File: config.mk
export PLATFORM = sky130hd
export DESIGN_NAME = link_test_packet_statistics_flat
export DESIGN_NICKNAME = d
export VERILOG_FILES = /design/src/rtl/ltps_pkg.sv /design/src/rtl/ltps_intf.sv /design/src/rtl/link_test_packet_statistics.sv /design/src/flat_wrapper.sv
export SDC_FILE = /design/constraint.sdc
export NUM_CORES = 1
export LEC_CHECK = 0
export CORE_MARGIN = 4
export CORE_UTILIZATION = 45
export CTS_CLUSTER_SIZE = 16
export DETAILED_ROUTE_END_ITERATION = 16
export DONT_BUFFER_PORTS = 1
export GPL_ROUTABILITY_DRIVEN = 0
export PLACE_DENSITY = 0.71
export RECOVER_POWER = 50
export SKIP_LAST_GASP = 1
export SYNTH_ARGS = -nofsm -noshare
export SYNTH_HDL_FRONTEND = slang
export SYNTH_SLANG_ARGS = --single-unit
File: constraint.sdc
create_clock -name clk -period 7.17 [get_ports clk]
set_input_delay 1.434 -clock clk [delete_from_list [all_inputs] [get_ports clk]]
set_output_delay 1.434 -clock clk [all_outputs]
set_load 0.02 [all_outputs]
File: src/rtl/ltps_pkg.sv
// Shared widths, codes and reset values for the link-test statistics block.
package ltps_pkg;

	localparam int FUNC_W  = 2;
	localparam int WORD_W  = 32;
	localparam int BYTE_W  = 8;
	localparam int MS_W    = 16;
	localparam int PHASE_W = 3;
	localparam int CFG_IDX_W = 1;

	// item functions
	localparam logic [FUNC_W-1:0] FUNC_START  = 2'd0;
	localparam logic [FUNC_W-1:0] FUNC_PACKET = 2'd1;
	localparam logic [FUNC_W-1:0] FUNC_TICK   = 2'd2;

	// session phases
	localparam logic [PHASE_W-1:0] PH_IDLE    = 3'd0;
	localparam logic [PHASE_W-1:0] PH_LISTEN  = 3'd1;
	localparam logic [PHASE_W-1:0] PH_TIMEOUT = 3'd2;
	localparam logic [PHASE_W-1:0] PH_SILENCE = 3'd3;
	localparam logic [PHASE_W-1:0] PH_MARKER  = 3'd4;

	// register indexes
	localparam logic [CFG_IDX_W-1:0] CFG_LISTEN_LIMIT  = 1'd0;
	localparam logic [CFG_IDX_W-1:0] CFG_SILENCE_LIMIT = 1'd1;

	localparam logic [MS_W-1:0]   LISTEN_LIMIT_RST  = 16'd15000;
	localparam logic [MS_W-1:0]   SILENCE_LIMIT_RST = 16'd3000;
	localparam logic [WORD_W-1:0] END_MARKER        = 32'hDEAD_BEEF;
	localparam logic [WORD_W-1:0] SEQ_SENTINEL      = 32'hFFFF_FFFF;
	localparam logic signed [BYTE_W-1:0] RSSI_MAX_RST = -8'sd128;
	localparam logic signed [BYTE_W-1:0] RSSI_LOW_RST = 8'sd0;

endpackage

File: src/rtl/ltps_intf.sv
// Handshake channel interfaces: input items, result items and register writes.
interface ltps_in_if import ltps_pkg::*; ();
	logic              valid;
	logic              ready;
	logic [FUNC_W-1:0] func;
	logic [WORD_W-1:0] seq_word;
	logic [WORD_W-1:0] tail_word;
	logic [BYTE_W-1:0] rssi_byte;

	modport source (output valid, func, seq_word, tail_word, rssi_byte, input ready);
	modport sink   (input valid, func, seq_word, tail_word, rssi_byte, output ready);
endinterface

interface ltps_out_if import ltps_pkg::*; ();
	logic                      valid;
	logic                      ready;
	logic [PHASE_W-1:0]        session_status;
	logic [WORD_W-1:0]         received_total;
	logic [WORD_W-1:0]         unique_total;
	logic [WORD_W-1:0]         duplicate_total;
	logic [WORD_W-1:0]         highest_seq;
	logic [WORD_W-1:0]         expected_total;
	logic [WORD_W-1:0]         lost_total;
	logic [MS_W-1:0]           elapsed_ticks;
	logic signed [WORD_W-1:0]  rssi_total;
	logic [MS_W-1:0]           rssi_samples;
	logic signed [BYTE_W-1:0]  rssi_lowest;
	logic signed [BYTE_W-1:0]  rssi_highest;

	modport source (output valid, session_status, received_total, unique_total,
		duplicate_total, highest_seq, expected_total, lost_total, elapsed_ticks,
		rssi_total, rssi_samples, rssi_lowest, rssi_highest, input ready);
	modport sink (input valid, session_status, received_total, unique_total,
		duplicate_total, highest_seq, expected_total, lost_total, elapsed_ticks,
		rssi_total, rssi_samples, rssi_lowest, rssi_highest, output ready);
endinterface

interface ltps_cfg_if import ltps_pkg::*; ();
	logic                 valid;
	logic                 ready;
	logic [CFG_IDX_W-1:0] reg_index;
	logic [MS_W-1:0]      wdata;

	modport source (output valid, reg_index, wdata, input ready);
	modport sink   (input valid, reg_index, wdata, output ready);
endinterface

File: src/rtl/link_test_packet_statistics.sv
// Link-test receive statistics: session control, packet counters and RSSI tracking.
//
// One result item per input item, one item accepted every cycle unless a stalled
// result has backed up the pipeline. An item passes an input register, then the
// statistics registers are updated from it (counter increments, sequence and RSSI
// compares, limit checks), then the expected and lost totals are formed into the
// result register. A stalled result holds the pipeline back stage by stage, so the
// input is only refused once all three stages are occupied. Limit registers are
// written through the cfg channel, which is always ready; write them only while no
// item is in flight.
module link_test_packet_statistics import ltps_pkg::*; (
	input  logic       clk,
	input  logic       arst_n,
	ltps_in_if.sink    in_ch,
	ltps_out_if.source out_ch,
	ltps_cfg_if.sink   cfg
);

	function automatic logic [MS_W-1:0] sat_inc(input logic [MS_W-1:0] v);
		return (v == {MS_W{1'b1}}) ? v : v + 1'b1;
	endfunction

	// limit registers
	logic [MS_W-1:0] listen_limit_q, silence_limit_q;

	// input register
	logic              valid_s1;
	logic [FUNC_W-1:0] func_s1;
	logic [WORD_W-1:0] seq_s1, tail_s1;
	logic [BYTE_W-1:0] rbyte_s1;

	// statistics state; valid_s2 marks a state update whose result is owed
	logic                     valid_s2;
	logic [PHASE_W-1:0]       phase_q, phase_n;
	logic [WORD_W-1:0]        received_q, received_n;
	logic [WORD_W-1:0]        unique_q, unique_n;
	logic [WORD_W-1:0]        duplicate_q, duplicate_n;
	logic [WORD_W-1:0]        prev_seq_q, prev_seq_n;
	logic                     prev_valid_q, prev_valid_n;
	logic [WORD_W-1:0]        max_seq_q, max_seq_n;
	logic [WORD_W-1:0]        sender_q, sender_n;
	logic [MS_W-1:0]          elapsed_q, elapsed_n;
	logic [MS_W-1:0]          silence_q, silence_n;
	logic [WORD_W-1:0]        rssi_sum_q, rssi_sum_n;
	logic [MS_W-1:0]          rssi_cnt_q, rssi_cnt_n;
	logic signed [BYTE_W-1:0] rssi_low_q, rssi_low_n;
	logic signed [BYTE_W-1:0] rssi_max_q, rssi_max_n;

	logic signed [BYTE_W-1:0] rssi;
	logic [WORD_W-1:0]        expected;

	// result register
	logic out_valid_q;

	logic out_free, s2_free, upd, in_acc;

	assign out_free = !out_valid_q || out_ch.ready;
	assign s2_free  = !valid_s2 || out_free;
	assign upd      = valid_s1 && s2_free;
	assign in_acc   = in_ch.valid && in_ch.ready;

	assign in_ch.ready  = !valid_s1 || s2_free;
	assign cfg.ready    = 1'b1;
	assign out_ch.valid = out_valid_q;

	always_ff @(posedge clk or negedge arst_n) begin
		if (!arst_n) begin
			listen_limit_q  <= LISTEN_LIMIT_RST;
			silence_limit_q <= SILENCE_LIMIT_RST;
		end else if (cfg.valid) begin
			case (cfg.reg_index)
				CFG_LISTEN_LIMIT:  listen_limit_q  <= cfg.wdata;
				CFG_SILENCE_LIMIT: silence_limit_q <= cfg.wdata;
				default: ;
			endcase
		end
	end

	// stage 1: input register
	always_ff @(posedge clk or negedge arst_n) begin
		if (!arst_n) begin
			valid_s1 <= 1'b0;
		end else if (in_ch.ready) begin
			valid_s1 <= in_ch.valid;
		end
	end

	always_ff @(posedge clk) begin
		if (in_acc) begin
			func_s1  <= in_ch.func;
			seq_s1   <= in_ch.seq_word;
			tail_s1  <= in_ch.tail_word;
			rbyte_s1 <= in_ch.rssi_byte;
		end
	end

	// RSSI is the negated status byte, wrapped to eight bits
	assign rssi = signed'(BYTE_W'(-rbyte_s1));

	always_comb begin
		phase_n      = phase_q;
		received_n   = received_q;
		unique_n     = unique_q;
		duplicate_n  = duplicate_q;
		prev_seq_n   = prev_seq_q;
		prev_valid_n = prev_valid_q;
		max_seq_n    = max_seq_q;
		sender_n     = sender_q;
		elapsed_n    = elapsed_q;
		silence_n    = silence_q;
		rssi_sum_n   = rssi_sum_q;
		rssi_cnt_n   = rssi_cnt_q;
		rssi_low_n   = rssi_low_q;
		rssi_max_n   = rssi_max_q;
		case (func_s1)
			FUNC_START: begin
				phase_n      = PH_LISTEN;
				received_n   = '0;
				unique_n     = '0;
				duplicate_n  = '0;
				prev_seq_n   = SEQ_SENTINEL;
				prev_valid_n = 1'b0;
				max_seq_n    = '0;
				sender_n     = '0;
				elapsed_n    = '0;
				silence_n    = '0;
				rssi_sum_n   = '0;
				rssi_cnt_n   = '0;
				rssi_low_n   = RSSI_LOW_RST;
				rssi_max_n   = RSSI_MAX_RST;
			end
			FUNC_PACKET: begin
				if (phase_q == PH_LISTEN) begin
					rssi_sum_n = rssi_sum_q + WORD_W'(rssi);
					rssi_cnt_n = rssi_cnt_q + 1'b1;
					if (rssi < rssi_low_q)
						rssi_low_n = rssi;
					if (rssi > rssi_max_q)
						rssi_max_n = rssi;
					if (seq_s1 == END_MARKER) begin
						sender_n = tail_s1;
						phase_n  = PH_MARKER;
					end else begin
						received_n = received_q + 1'b1;
						if (prev_valid_q && seq_s1 == prev_seq_q)
							duplicate_n = duplicate_q + 1'b1;
						else
							unique_n = unique_q + 1'b1;
						prev_seq_n   = seq_s1;
						prev_valid_n = 1'b1;
						if (seq_s1 > max_seq_q)
							max_seq_n = seq_s1;
						silence_n = '0;
					end
				end
			end
			FUNC_TICK: begin
				if (phase_q == PH_LISTEN) begin
					elapsed_n = sat_inc(elapsed_q);
					silence_n = sat_inc(silence_q);
					// listen limit takes precedence over silence
					if (elapsed_n >= listen_limit_q)
						phase_n = PH_TIMEOUT;
					else if (received_q != '0 && silence_n >= silence_limit_q)
						phase_n = PH_SILENCE;
				end
			end
			default: ;
		endcase
	end

	// stage 2: statistics state
	always_ff @(posedge clk or negedge arst_n) begin
		if (!arst_n) begin
			valid_s2     <= 1'b0;
			phase_q      <= PH_IDLE;
			received_q   <= '0;
			unique_q     <= '0;
			duplicate_q  <= '0;
			prev_seq_q   <= SEQ_SENTINEL;
			prev_valid_q <= 1'b0;
			max_seq_q    <= '0;
			sender_q     <= '0;
			elapsed_q    <= '0;
			silence_q    <= '0;
			rssi_sum_q   <= '0;
			rssi_cnt_q   <= '0;
			rssi_low_q   <= RSSI_LOW_RST;
			rssi_max_q   <= RSSI_MAX_RST;
		end else begin
			if (s2_free)
				valid_s2 <= valid_s1;
			if (upd) begin
				phase_q      <= phase_n;
				received_q   <= received_n;
				unique_q     <= unique_n;
				duplicate_q  <= duplicate_n;
				prev_seq_q   <= prev_seq_n;
				prev_valid_q <= prev_valid_n;
				max_seq_q    <= max_seq_n;
				sender_q     <= sender_n;
				elapsed_q    <= elapsed_n;
				silence_q    <= silence_n;
				rssi_sum_q   <= rssi_sum_n;
				rssi_cnt_q   <= rssi_cnt_n;
				rssi_low_q   <= rssi_low_n;
				rssi_max_q   <= rssi_max_n;
			end
		end
	end

	// a latched sender total of zero counts as none
	assign expected = (sender_q != '0) ? sender_q : max_seq_q + 1'b1;

	// stage 3: result register
	always_ff @(posedge clk or negedge arst_n) begin
		if (!arst_n) begin
			out_valid_q <= 1'b0;
		end else if (out_free) begin
			out_valid_q <= valid_s2;
		end
	end

	always_ff @(posedge clk) begin
		if (valid_s2 && out_free) begin
			out_ch.session_status  <= phase_q;
			out_ch.received_total  <= received_q;
			out_ch.unique_total    <= unique_q;
			out_ch.duplicate_total <= duplicate_q;
			out_ch.highest_seq     <= max_seq_q;
			out_ch.expected_total  <= expected;
			out_ch.lost_total      <= (expected > received_q) ? expected - received_q : '0;
			out_ch.elapsed_ticks   <= elapsed_q;
			out_ch.rssi_total      <= signed'(rssi_sum_q);
			out_ch.rssi_samples    <= rssi_cnt_q;
			out_ch.rssi_lowest     <= rssi_low_q;
			out_ch.rssi_highest    <= rssi_max_q;
		end
	end

	// every data packet is either unique or a duplicate
	a_count_split: assert property (@(posedge clk) disable iff (!arst_n)
		received_q == unique_q + duplicate_q)
		else $error("received count differs from unique plus duplicate");

	// once a session has been opened the block never returns to idle
	a_no_idle_return: assert property (@(posedge clk) disable iff (!arst_n)
		phase_q != PH_IDLE |=> phase_q != PH_IDLE)
		else $error("phase returned to idle");

	// outside listening only a start item moves the phase
	a_phase_hold: assert property (@(posedge clk) disable iff (!arst_n)
		upd && func_s1 != FUNC_START && phase_q != PH_LISTEN |=> $stable(phase_q))
		else $error("phase changed outside a session");

	// an accepted item always lands in the input register
	a_accept_lands: assert property (@(posedge clk) disable iff (!arst_n)
		in_acc |=> valid_s1)
		else $error("accepted item lost at input register");

endmodule

File: src/flat_wrapper.sv
// flat-port wrapper written by rule: the top's interface ports become plain ports
module link_test_packet_statistics_flat import ltps_pkg::*;
  (clk, arst_n, in_ch_valid, in_ch_func, in_ch_seq_word, in_ch_tail_word, in_ch_rssi_byte, in_ch_ready, out_ch_valid, out_ch_session_status, out_ch_received_total, out_ch_unique_total, out_ch_duplicate_total, out_ch_highest_seq, out_ch_expected_total, out_ch_lost_total, out_ch_elapsed_ticks, out_ch_rssi_total, out_ch_rssi_samples, out_ch_rssi_lowest, out_ch_rssi_highest, out_ch_ready, cfg_valid, cfg_reg_index, cfg_wdata, cfg_ready);
  ltps_in_if in_ch_i ();
  ltps_out_if out_ch_i ();
  ltps_cfg_if cfg_i ();
  input  logic clk;
  input  logic arst_n;
  input wire logic [$bits(in_ch_i.valid)-1:0] in_ch_valid;
  input wire logic [$bits(in_ch_i.func)-1:0] in_ch_func;
  input wire logic [$bits(in_ch_i.seq_word)-1:0] in_ch_seq_word;
  input wire logic [$bits(in_ch_i.tail_word)-1:0] in_ch_tail_word;
  input wire logic [$bits(in_ch_i.rssi_byte)-1:0] in_ch_rssi_byte;
  output wire logic [$bits(in_ch_i.ready)-1:0] in_ch_ready;
  output wire logic [$bits(out_ch_i.valid)-1:0] out_ch_valid;
  output wire logic [$bits(out_ch_i.session_status)-1:0] out_ch_session_status;
  output wire logic [$bits(out_ch_i.received_total)-1:0] out_ch_received_total;
  output wire logic [$bits(out_ch_i.unique_total)-1:0] out_ch_unique_total;
  output wire logic [$bits(out_ch_i.duplicate_total)-1:0] out_ch_duplicate_total;
  output wire logic [$bits(out_ch_i.highest_seq)-1:0] out_ch_highest_seq;
  output wire logic [$bits(out_ch_i.expected_total)-1:0] out_ch_expected_total;
  output wire logic [$bits(out_ch_i.lost_total)-1:0] out_ch_lost_total;
  output wire logic [$bits(out_ch_i.elapsed_ticks)-1:0] out_ch_elapsed_ticks;
  output wire logic [$bits(out_ch_i.rssi_total)-1:0] out_ch_rssi_total;
  output wire logic [$bits(out_ch_i.rssi_samples)-1:0] out_ch_rssi_samples;
  output wire logic [$bits(out_ch_i.rssi_lowest)-1:0] out_ch_rssi_lowest;
  output wire logic [$bits(out_ch_i.rssi_highest)-1:0] out_ch_rssi_highest;
  input wire logic [$bits(out_ch_i.ready)-1:0] out_ch_ready;
  input wire logic [$bits(cfg_i.valid)-1:0] cfg_valid;
  input wire logic [$bits(cfg_i.reg_index)-1:0] cfg_reg_index;
  input wire logic [$bits(cfg_i.wdata)-1:0] cfg_wdata;
  output wire logic [$bits(cfg_i.ready)-1:0] cfg_ready;
  assign in_ch_i.valid = in_ch_valid;
  assign in_ch_i.func = in_ch_func;
  assign in_ch_i.seq_word = in_ch_seq_word;
  assign in_ch_i.tail_word = in_ch_tail_word;
  assign in_ch_i.rssi_byte = in_ch_rssi_byte;
  assign in_ch_ready = in_ch_i.ready;
  assign out_ch_valid = out_ch_i.valid;
  assign out_ch_session_status = out_ch_i.session_status;
  assign out_ch_received_total = out_ch_i.received_total;
  assign out_ch_unique_total = out_ch_i.unique_total;
  assign out_ch_duplicate_total = out_ch_i.duplicate_total;
  assign out_ch_highest_seq = out_ch_i.highest_seq;
  assign out_ch_expected_total = out_ch_i.expected_total;
  assign out_ch_lost_total = out_ch_i.lost_total;
  assign out_ch_elapsed_ticks = out_ch_i.elapsed_ticks;
  assign out_ch_rssi_total = out_ch_i.rssi_total;
  assign out_ch_rssi_samples = out_ch_i.rssi_samples;
  assign out_ch_rssi_lowest = out_ch_i.rssi_lowest;
  assign out_ch_rssi_highest = out_ch_i.rssi_highest;
  assign out_ch_i.ready = out_ch_ready;
  assign cfg_i.valid = cfg_valid;
  assign cfg_i.reg_index = cfg_reg_index;
  assign cfg_i.wdata = cfg_wdata;
  assign cfg_ready = cfg_i.ready;
  link_test_packet_statistics u_core (.clk(clk), .arst_n(arst_n), .in_ch(in_ch_i), .out_ch(out_ch_i), .cfg(cfg_i));
endmodule
======== After elaboration in Yosys (flattened, before gate mapping) ========
Index checks and enable logic that the tools add are counted.
storage, ports and cells
  register bits after elaboration ......... 676
  latch bits .............................. 0
  bits in writable memories ............... 0
  bits in read-only memories .............. 0
  input port bits ......................... 96
  output and inout port bits .............. 278
  logic and storage cells ................. 148
  memories ................................ 0
operators by class
  add/sub/neg operators ................... 10
  multiply operators ...................... 0
  div/mod/pow operators ................... 0
  $lt $le $gt $ge ......................... 6
  equality and inequality tests ........... 17
  shifts and indexed selects .............. 0
  mux-type cells .......................... 49
  bitwise logic cells ..................... 1
  reduce and logical (&&, ||, !) cells .... 30
operators by type and width
  operator                 number
  $mux W32                 17
  $pmux W32 S2             7
  $add A32 B1 Y32 const B  4
  $mux W16                 7
  $gt A32 B32 Y1           2
  $pmux W16 S2             2
  $reduce_bool A32 Y1      2
  $add A16 B1 Y16 const B  3
  $pmux W16 S3             1
  $add A32 B32 Y32         1
  $eq A16 B16 Y1 const B   2
  $eq A32 B32 Y1           1
  $eq A32 B32 Y1 const B   1
  $ge A16 B16 Y1           2
  $mux W8                  4
  $pmux W8 S2              2
  $sub A32 B32 Y32         1
  $reduce_and A5 Y1        4
  $reduce_and A4 Y1        4
  $mux W3                  5
  $ne A2 B1 Y1 const B     7
  $pmux W3 S3              1
  $gt A8 B8 Y1             1
  $lt A8 B8 Y1             1
  18 further kinds         31

======== Logic depth before layout (Yosys ltp) ========
  word-level depth ........................ 8
  gate-level depth with buffers ........... 20
  mapped depth without buffers ............ 18

======== Worst setup path after synthesis ========
No wires, ideal clock.
  kind .................................... input -> register
  from .................................... in out_ch_ready
  to ...................................... reg u_core.out_ch.duplicate_total[0] (netlist bit) (enable)
  arrival time ............................ 7.769 ns
  required time ........................... 6.500 ns
  path slack .............................. -1.269 ns
  stages on the path ...................... 2
  path buffers ............................ 0
  cells stage by stage .................... nand2b_1 and2_1
on the way
  longest elaborated chain between the ends .. 2
ends and longest elaborated chain
  element                 line                                RTL
  start: declaration      flat_wrapper.sv:28                  input wire logic [$bits(out_ch_i.ready)-1:0] out_ch_ready;
  $logic_or A1 B1 Y1      link_test_packet_statistics.sv:57   assign out_free = !out_valid_q || out_ch.ready;
  $logic_and A1 B1 Y1     link_test_packet_statistics.sv:225  if (valid_s2 && out_free) begin
  end signal: assignment  link_test_packet_statistics.sv:229  out_ch.duplicate_total <= duplicate_q;
  end: declaration        ltps_intf.sv:31                     duplicate_total, highest_seq, expected_total, lost_total, elapsed_ticks,
No other way between the ends.
A chain may end at the register's enable or synchronous reset.

======== Final worst setup path ========
  from .................................... reg u_core.sender_q[24]
  to ...................................... reg u_core.out_ch.lost_total[24] (netlist bit) (data pin)
on the way
  longest elaborated chain between the ends .. 3
ends and longest elaborated chain
  element                                             line                                RTL
  start: declaration                                  link_test_packet_statistics.sv:41   logic [WORD_W-1:0] sender_q, sender_n;
  start signal: assignment                            link_test_packet_statistics.sv:201  sender_q <= sender_n;
  $reduce_bool A32 Y1 (*)                             link_test_packet_statistics.sv:213  assign expected = (sender_q != '0) ? sender_q : max_seq_q + 1'b1;
  $mux W32 (*)                                        link_test_packet_statistics.sv:213
  via u_core.expected[11]                             link_test_packet_statistics.sv:50   logic [WORD_W-1:0] expected;
  $sub A32 B32 Y32 or $gt A32 B32 Y1 (tied branches)  link_test_packet_statistics.sv:232  out_ch.lost_total <= (expected > received_q) ? expected - received_q : '0;
  end signal: assignment                              link_test_packet_statistics.sv:232
  end: declaration                                    ltps_intf.sv:31
The timed path passes the listed nets; every way through them passes the cells marked *.

==> results_dict.tcl <==
set metrics [dict create \
    status "finished, violations left" \
    violations "capacitance limit, slew limit" \
    die_height_um 273 \
    ant_nets 0 \
    root_buffer "clkbuf_16" \
    htree_levels 3 \
    cp-end-kind "register" \
    yosys.area.top_type "edfxtp_1" \
    synth_top_area_share_pct 33.2 \
    routedWlPerCell_um 22.8 \
    fmax_ghz 0.181 \
    hpwl_um 59200 \
    fin_setup_tns_ns 0 \
    critical-path-slowest-cell "nand2_1" \
    p_leak_nw 14.4 \
    grt_pass1_wl_um 128000 \
    drtIter0Drc 2267 \
    grt.overflow.total 0 \
    portBuffers 0 \
    setup_viol 0 \
    die_width_um 273 \
    fin_skew_ns 0.0294 \
    syn_area_sq_um 31600 \
    routed_wl_um 84100 \
    clk_path_buf_depth 3 \
    crit_chain "nor4_1 -> nand4_1 -> or2_0 -> inv_1 -> a21o_1 -> ha_1 -> a21oi_1 -> nand2_1 -> a311oi_1 -> o31ai_1 -> nand2_1 -> nand3b_1 -> nand2_1 -> nor3_1" \
    fin_crit_sh_pct 77.1 \
    async_flop_share_pct 48.4 \
    grt_max_degree 328 \
    power_mw 13.8 \
    syn_nets 2920 \
    slew_violations 197 \
    cts_buffers 75 \
    first_pass_iters 6 \
    post-route-util_pct 50.9 \
    crit_path_max_incr_delay_ns 0.85 \
    drive_above_1_share_pct 8.20 \
    netlist_instances 2671 \
    cts.clk_slew.worst_paths_ns 0.06 \
    ys_top_cells_by_area "edfxtp_1 (33%), dfrtp_1 (22%), ha_1 (6.0%), dfstp_2 (3.9%), xnor2_1 (3.9%)" \
    relSlewSlack_pct -151 \
    crit_required_ns 7.47 \
    mostFrequentLayoutCells "edfxtp_1 (349), dfrtp_1 (280), nand2_1 (205)" \
    core_area_sq_um 69100 \
    place_ws_ns 2.06 \
    worst_path_most_repeated_cell "nand2_1" \
    cts_tree "yes" \
    layout_commonest_cell "edfxtp_1" \
    post_cts_resized 0 \
    hold_viol 0 \
    cts.sink_count 676 \
    antenna_found_initial 26 \
    synth_edf_count 349 \
    vias 21590 \
    cp_top_family "simple AND/OR/NAND/NOR gates" \
    rsz0062_at_grt "false" \
    start_util_pct 45.7 \
    grt_util_all_layers_pct 22.0 \
    ys_seq_area_share_pct 59.3 \
    critPathArrivalTime_ns 5.83 \
    ys_ff_latch 676 \
    power.density_nw_per_um2 394 \
    finalWorstSetupSlack_ns 1.64 \
    min_path_type "register to register" \
    worst_pin_slew_ns 3.76 \
    post_drt_via_cell_ratio 5.85 \
    die-area_sq_um 74500 \
    final_nets 2931 \
    syn2layout_area_growth_pct 11.2 \
    synth_cell_type_count 83 \
    drc_errors 0 \
    start_kind "register" \
    cts_setup_buffers 0 \
    io_pins 374 \
    hold_slack_ns 0.460 \
    path_class "register to register" \
    synth_ff_type "edfxtp_1" \
    num_rows 96 \
    ir_drop_mv 0.324 \
    hold_buffers 0 \
    path_buf_inv 1 \
    drv_cap 4 \
    syn_avg_cell_area_sq_um 11.8 \
    fillers 5883 \
    worstSkewPairLatency_ns 0.62 \
    crit_fanout 31 \
    synth_warnings 0 \
    grt_pass1_vias 21423 \
    fin_crit_ns 5.53 \
]
[synth_stat cells (all sizes together), types with 20 or more instances]
cell	number
edfxtp	349
dfrtp	280
nand2	209
nor2	202
ha	151
inv	150
xnor2	141
o21ai	139
a21oi	108
nand3	100
a22o	97
a21o	76
xor2	72
clkbuf	71
nand4	65
nor3	48
dfstp	47
o22a	30
and3	29
nor4	24
mux2	20
[layer usage]
| layer | share of wire [%] | global-route usage (%) |
|---|---|---|
| met3 | 7.7 | 5.51 |
| met5 | 0.11 | 0 |
| met4 | 5.2 | 10.9 |
| met2 | 46 | 34.7 |
| met1 | 41 | 28.5 |
[flip-flops by register name (all words and copies together) (netlist names), 32 cells and up]
name,count
u_core.sender_q,32
u_core.seq_s1,32
u_core.tail_s1,32
u_core.received_q,32
u_core.out_ch.lost_total,32
u_core.out_ch.duplicate_total,32
u_core.out_ch.expected_total,32
u_core.out_ch.highest_seq,32
u_core.out_ch.rssi_total,32
u_core.max_seq_q,32
u_core.duplicate_q,32
u_core.prev_seq_q,32
u_core.out_ch.received_total,32
u_core.unique_q,32
u_core.rssi_sum_q,32
u_core.out_ch.unique_total,32
[metrics by stage]
step                      cell area, sq um  instances
final                                35100       3691
after global routing                 35100       3682
after CTS                            35100       3675
after detailed placement             32600       3536
after global placement               32600       3536
after floorplan                      31600       2671
[final cells by class]
cell class,count,area [sq um],share of cell area [%]
multi-input cells,1761,12000,34.1
well taps,931,1160,3.32
diodes,16,40.0,0.114
flip-flops and latches,676,18700,53.3
clock buffers,91,2020,5.75
clock inverters,48,493,1.40
inverters,150,563,1.60
repair buffers,18,129,0.367
[report_power, final]
| part | internal [mW] | total (mW) | switching (mW) |
|---|---|---|---|
| clock network | 2.31 | 3.90 | 1.59 |
| registers | 5.10 | 6.15 | 1.05 |
| logic | 1.54 | 3.79 | 2.24 |
[cells by family (layout without fill, tap and decap cells)]
group / Yosys count / count (layout) / synth area share [%]
compound gates: 587 / 587 / 12.9
xor+xnor: 213 / 213 / 5.91
fa+ha+maj: 153 / 153 / 6.11
buf+inv: 234 / 307 / 2.83
flops: 676 / 676 / 59.3
mux: 24 / 24 / 0.840
other cells: 1 / 17 / 0.0119
simple gates: 783 / 783 / 12.1
[path summary, 6_finish.rpt]
path / start / end / slack, ns / depth (start not counted)
setup / recovery: u_core.sender_q[24]$_DFFE_PN0P_ / u_core.out_ch.lost_total[24]$_SDFFCE_PP0P_ / 1.64 / 14
hold / removal: u_core.tail_s1[16]$_DFFE_PP_ / u_core.sender_q[16]$_DFFE_PN0P_ / 0.46 / 1
setup reg to reg: u_core.sender_q[24]$_DFFE_PN0P_ / u_core.out_ch.lost_total[24]$_SDFFCE_PP0P_ / 1.64 / 14
hold reg to reg: u_core.tail_s1[16]$_DFFE_PP_ / u_core.sender_q[16]$_DFFE_PN0P_ / 0.46 / 1
max in group asynchronous: arst_n / u_core.rssi_max_q[1]$_DFFE_PN0P_ / 5.41 / 0
min in group asynchronous: arst_n / u_core.rssi_sum_q[12]$_DFFE_PN0P_ / 0.56 / 0
Power figures use the tool's default switching activity.
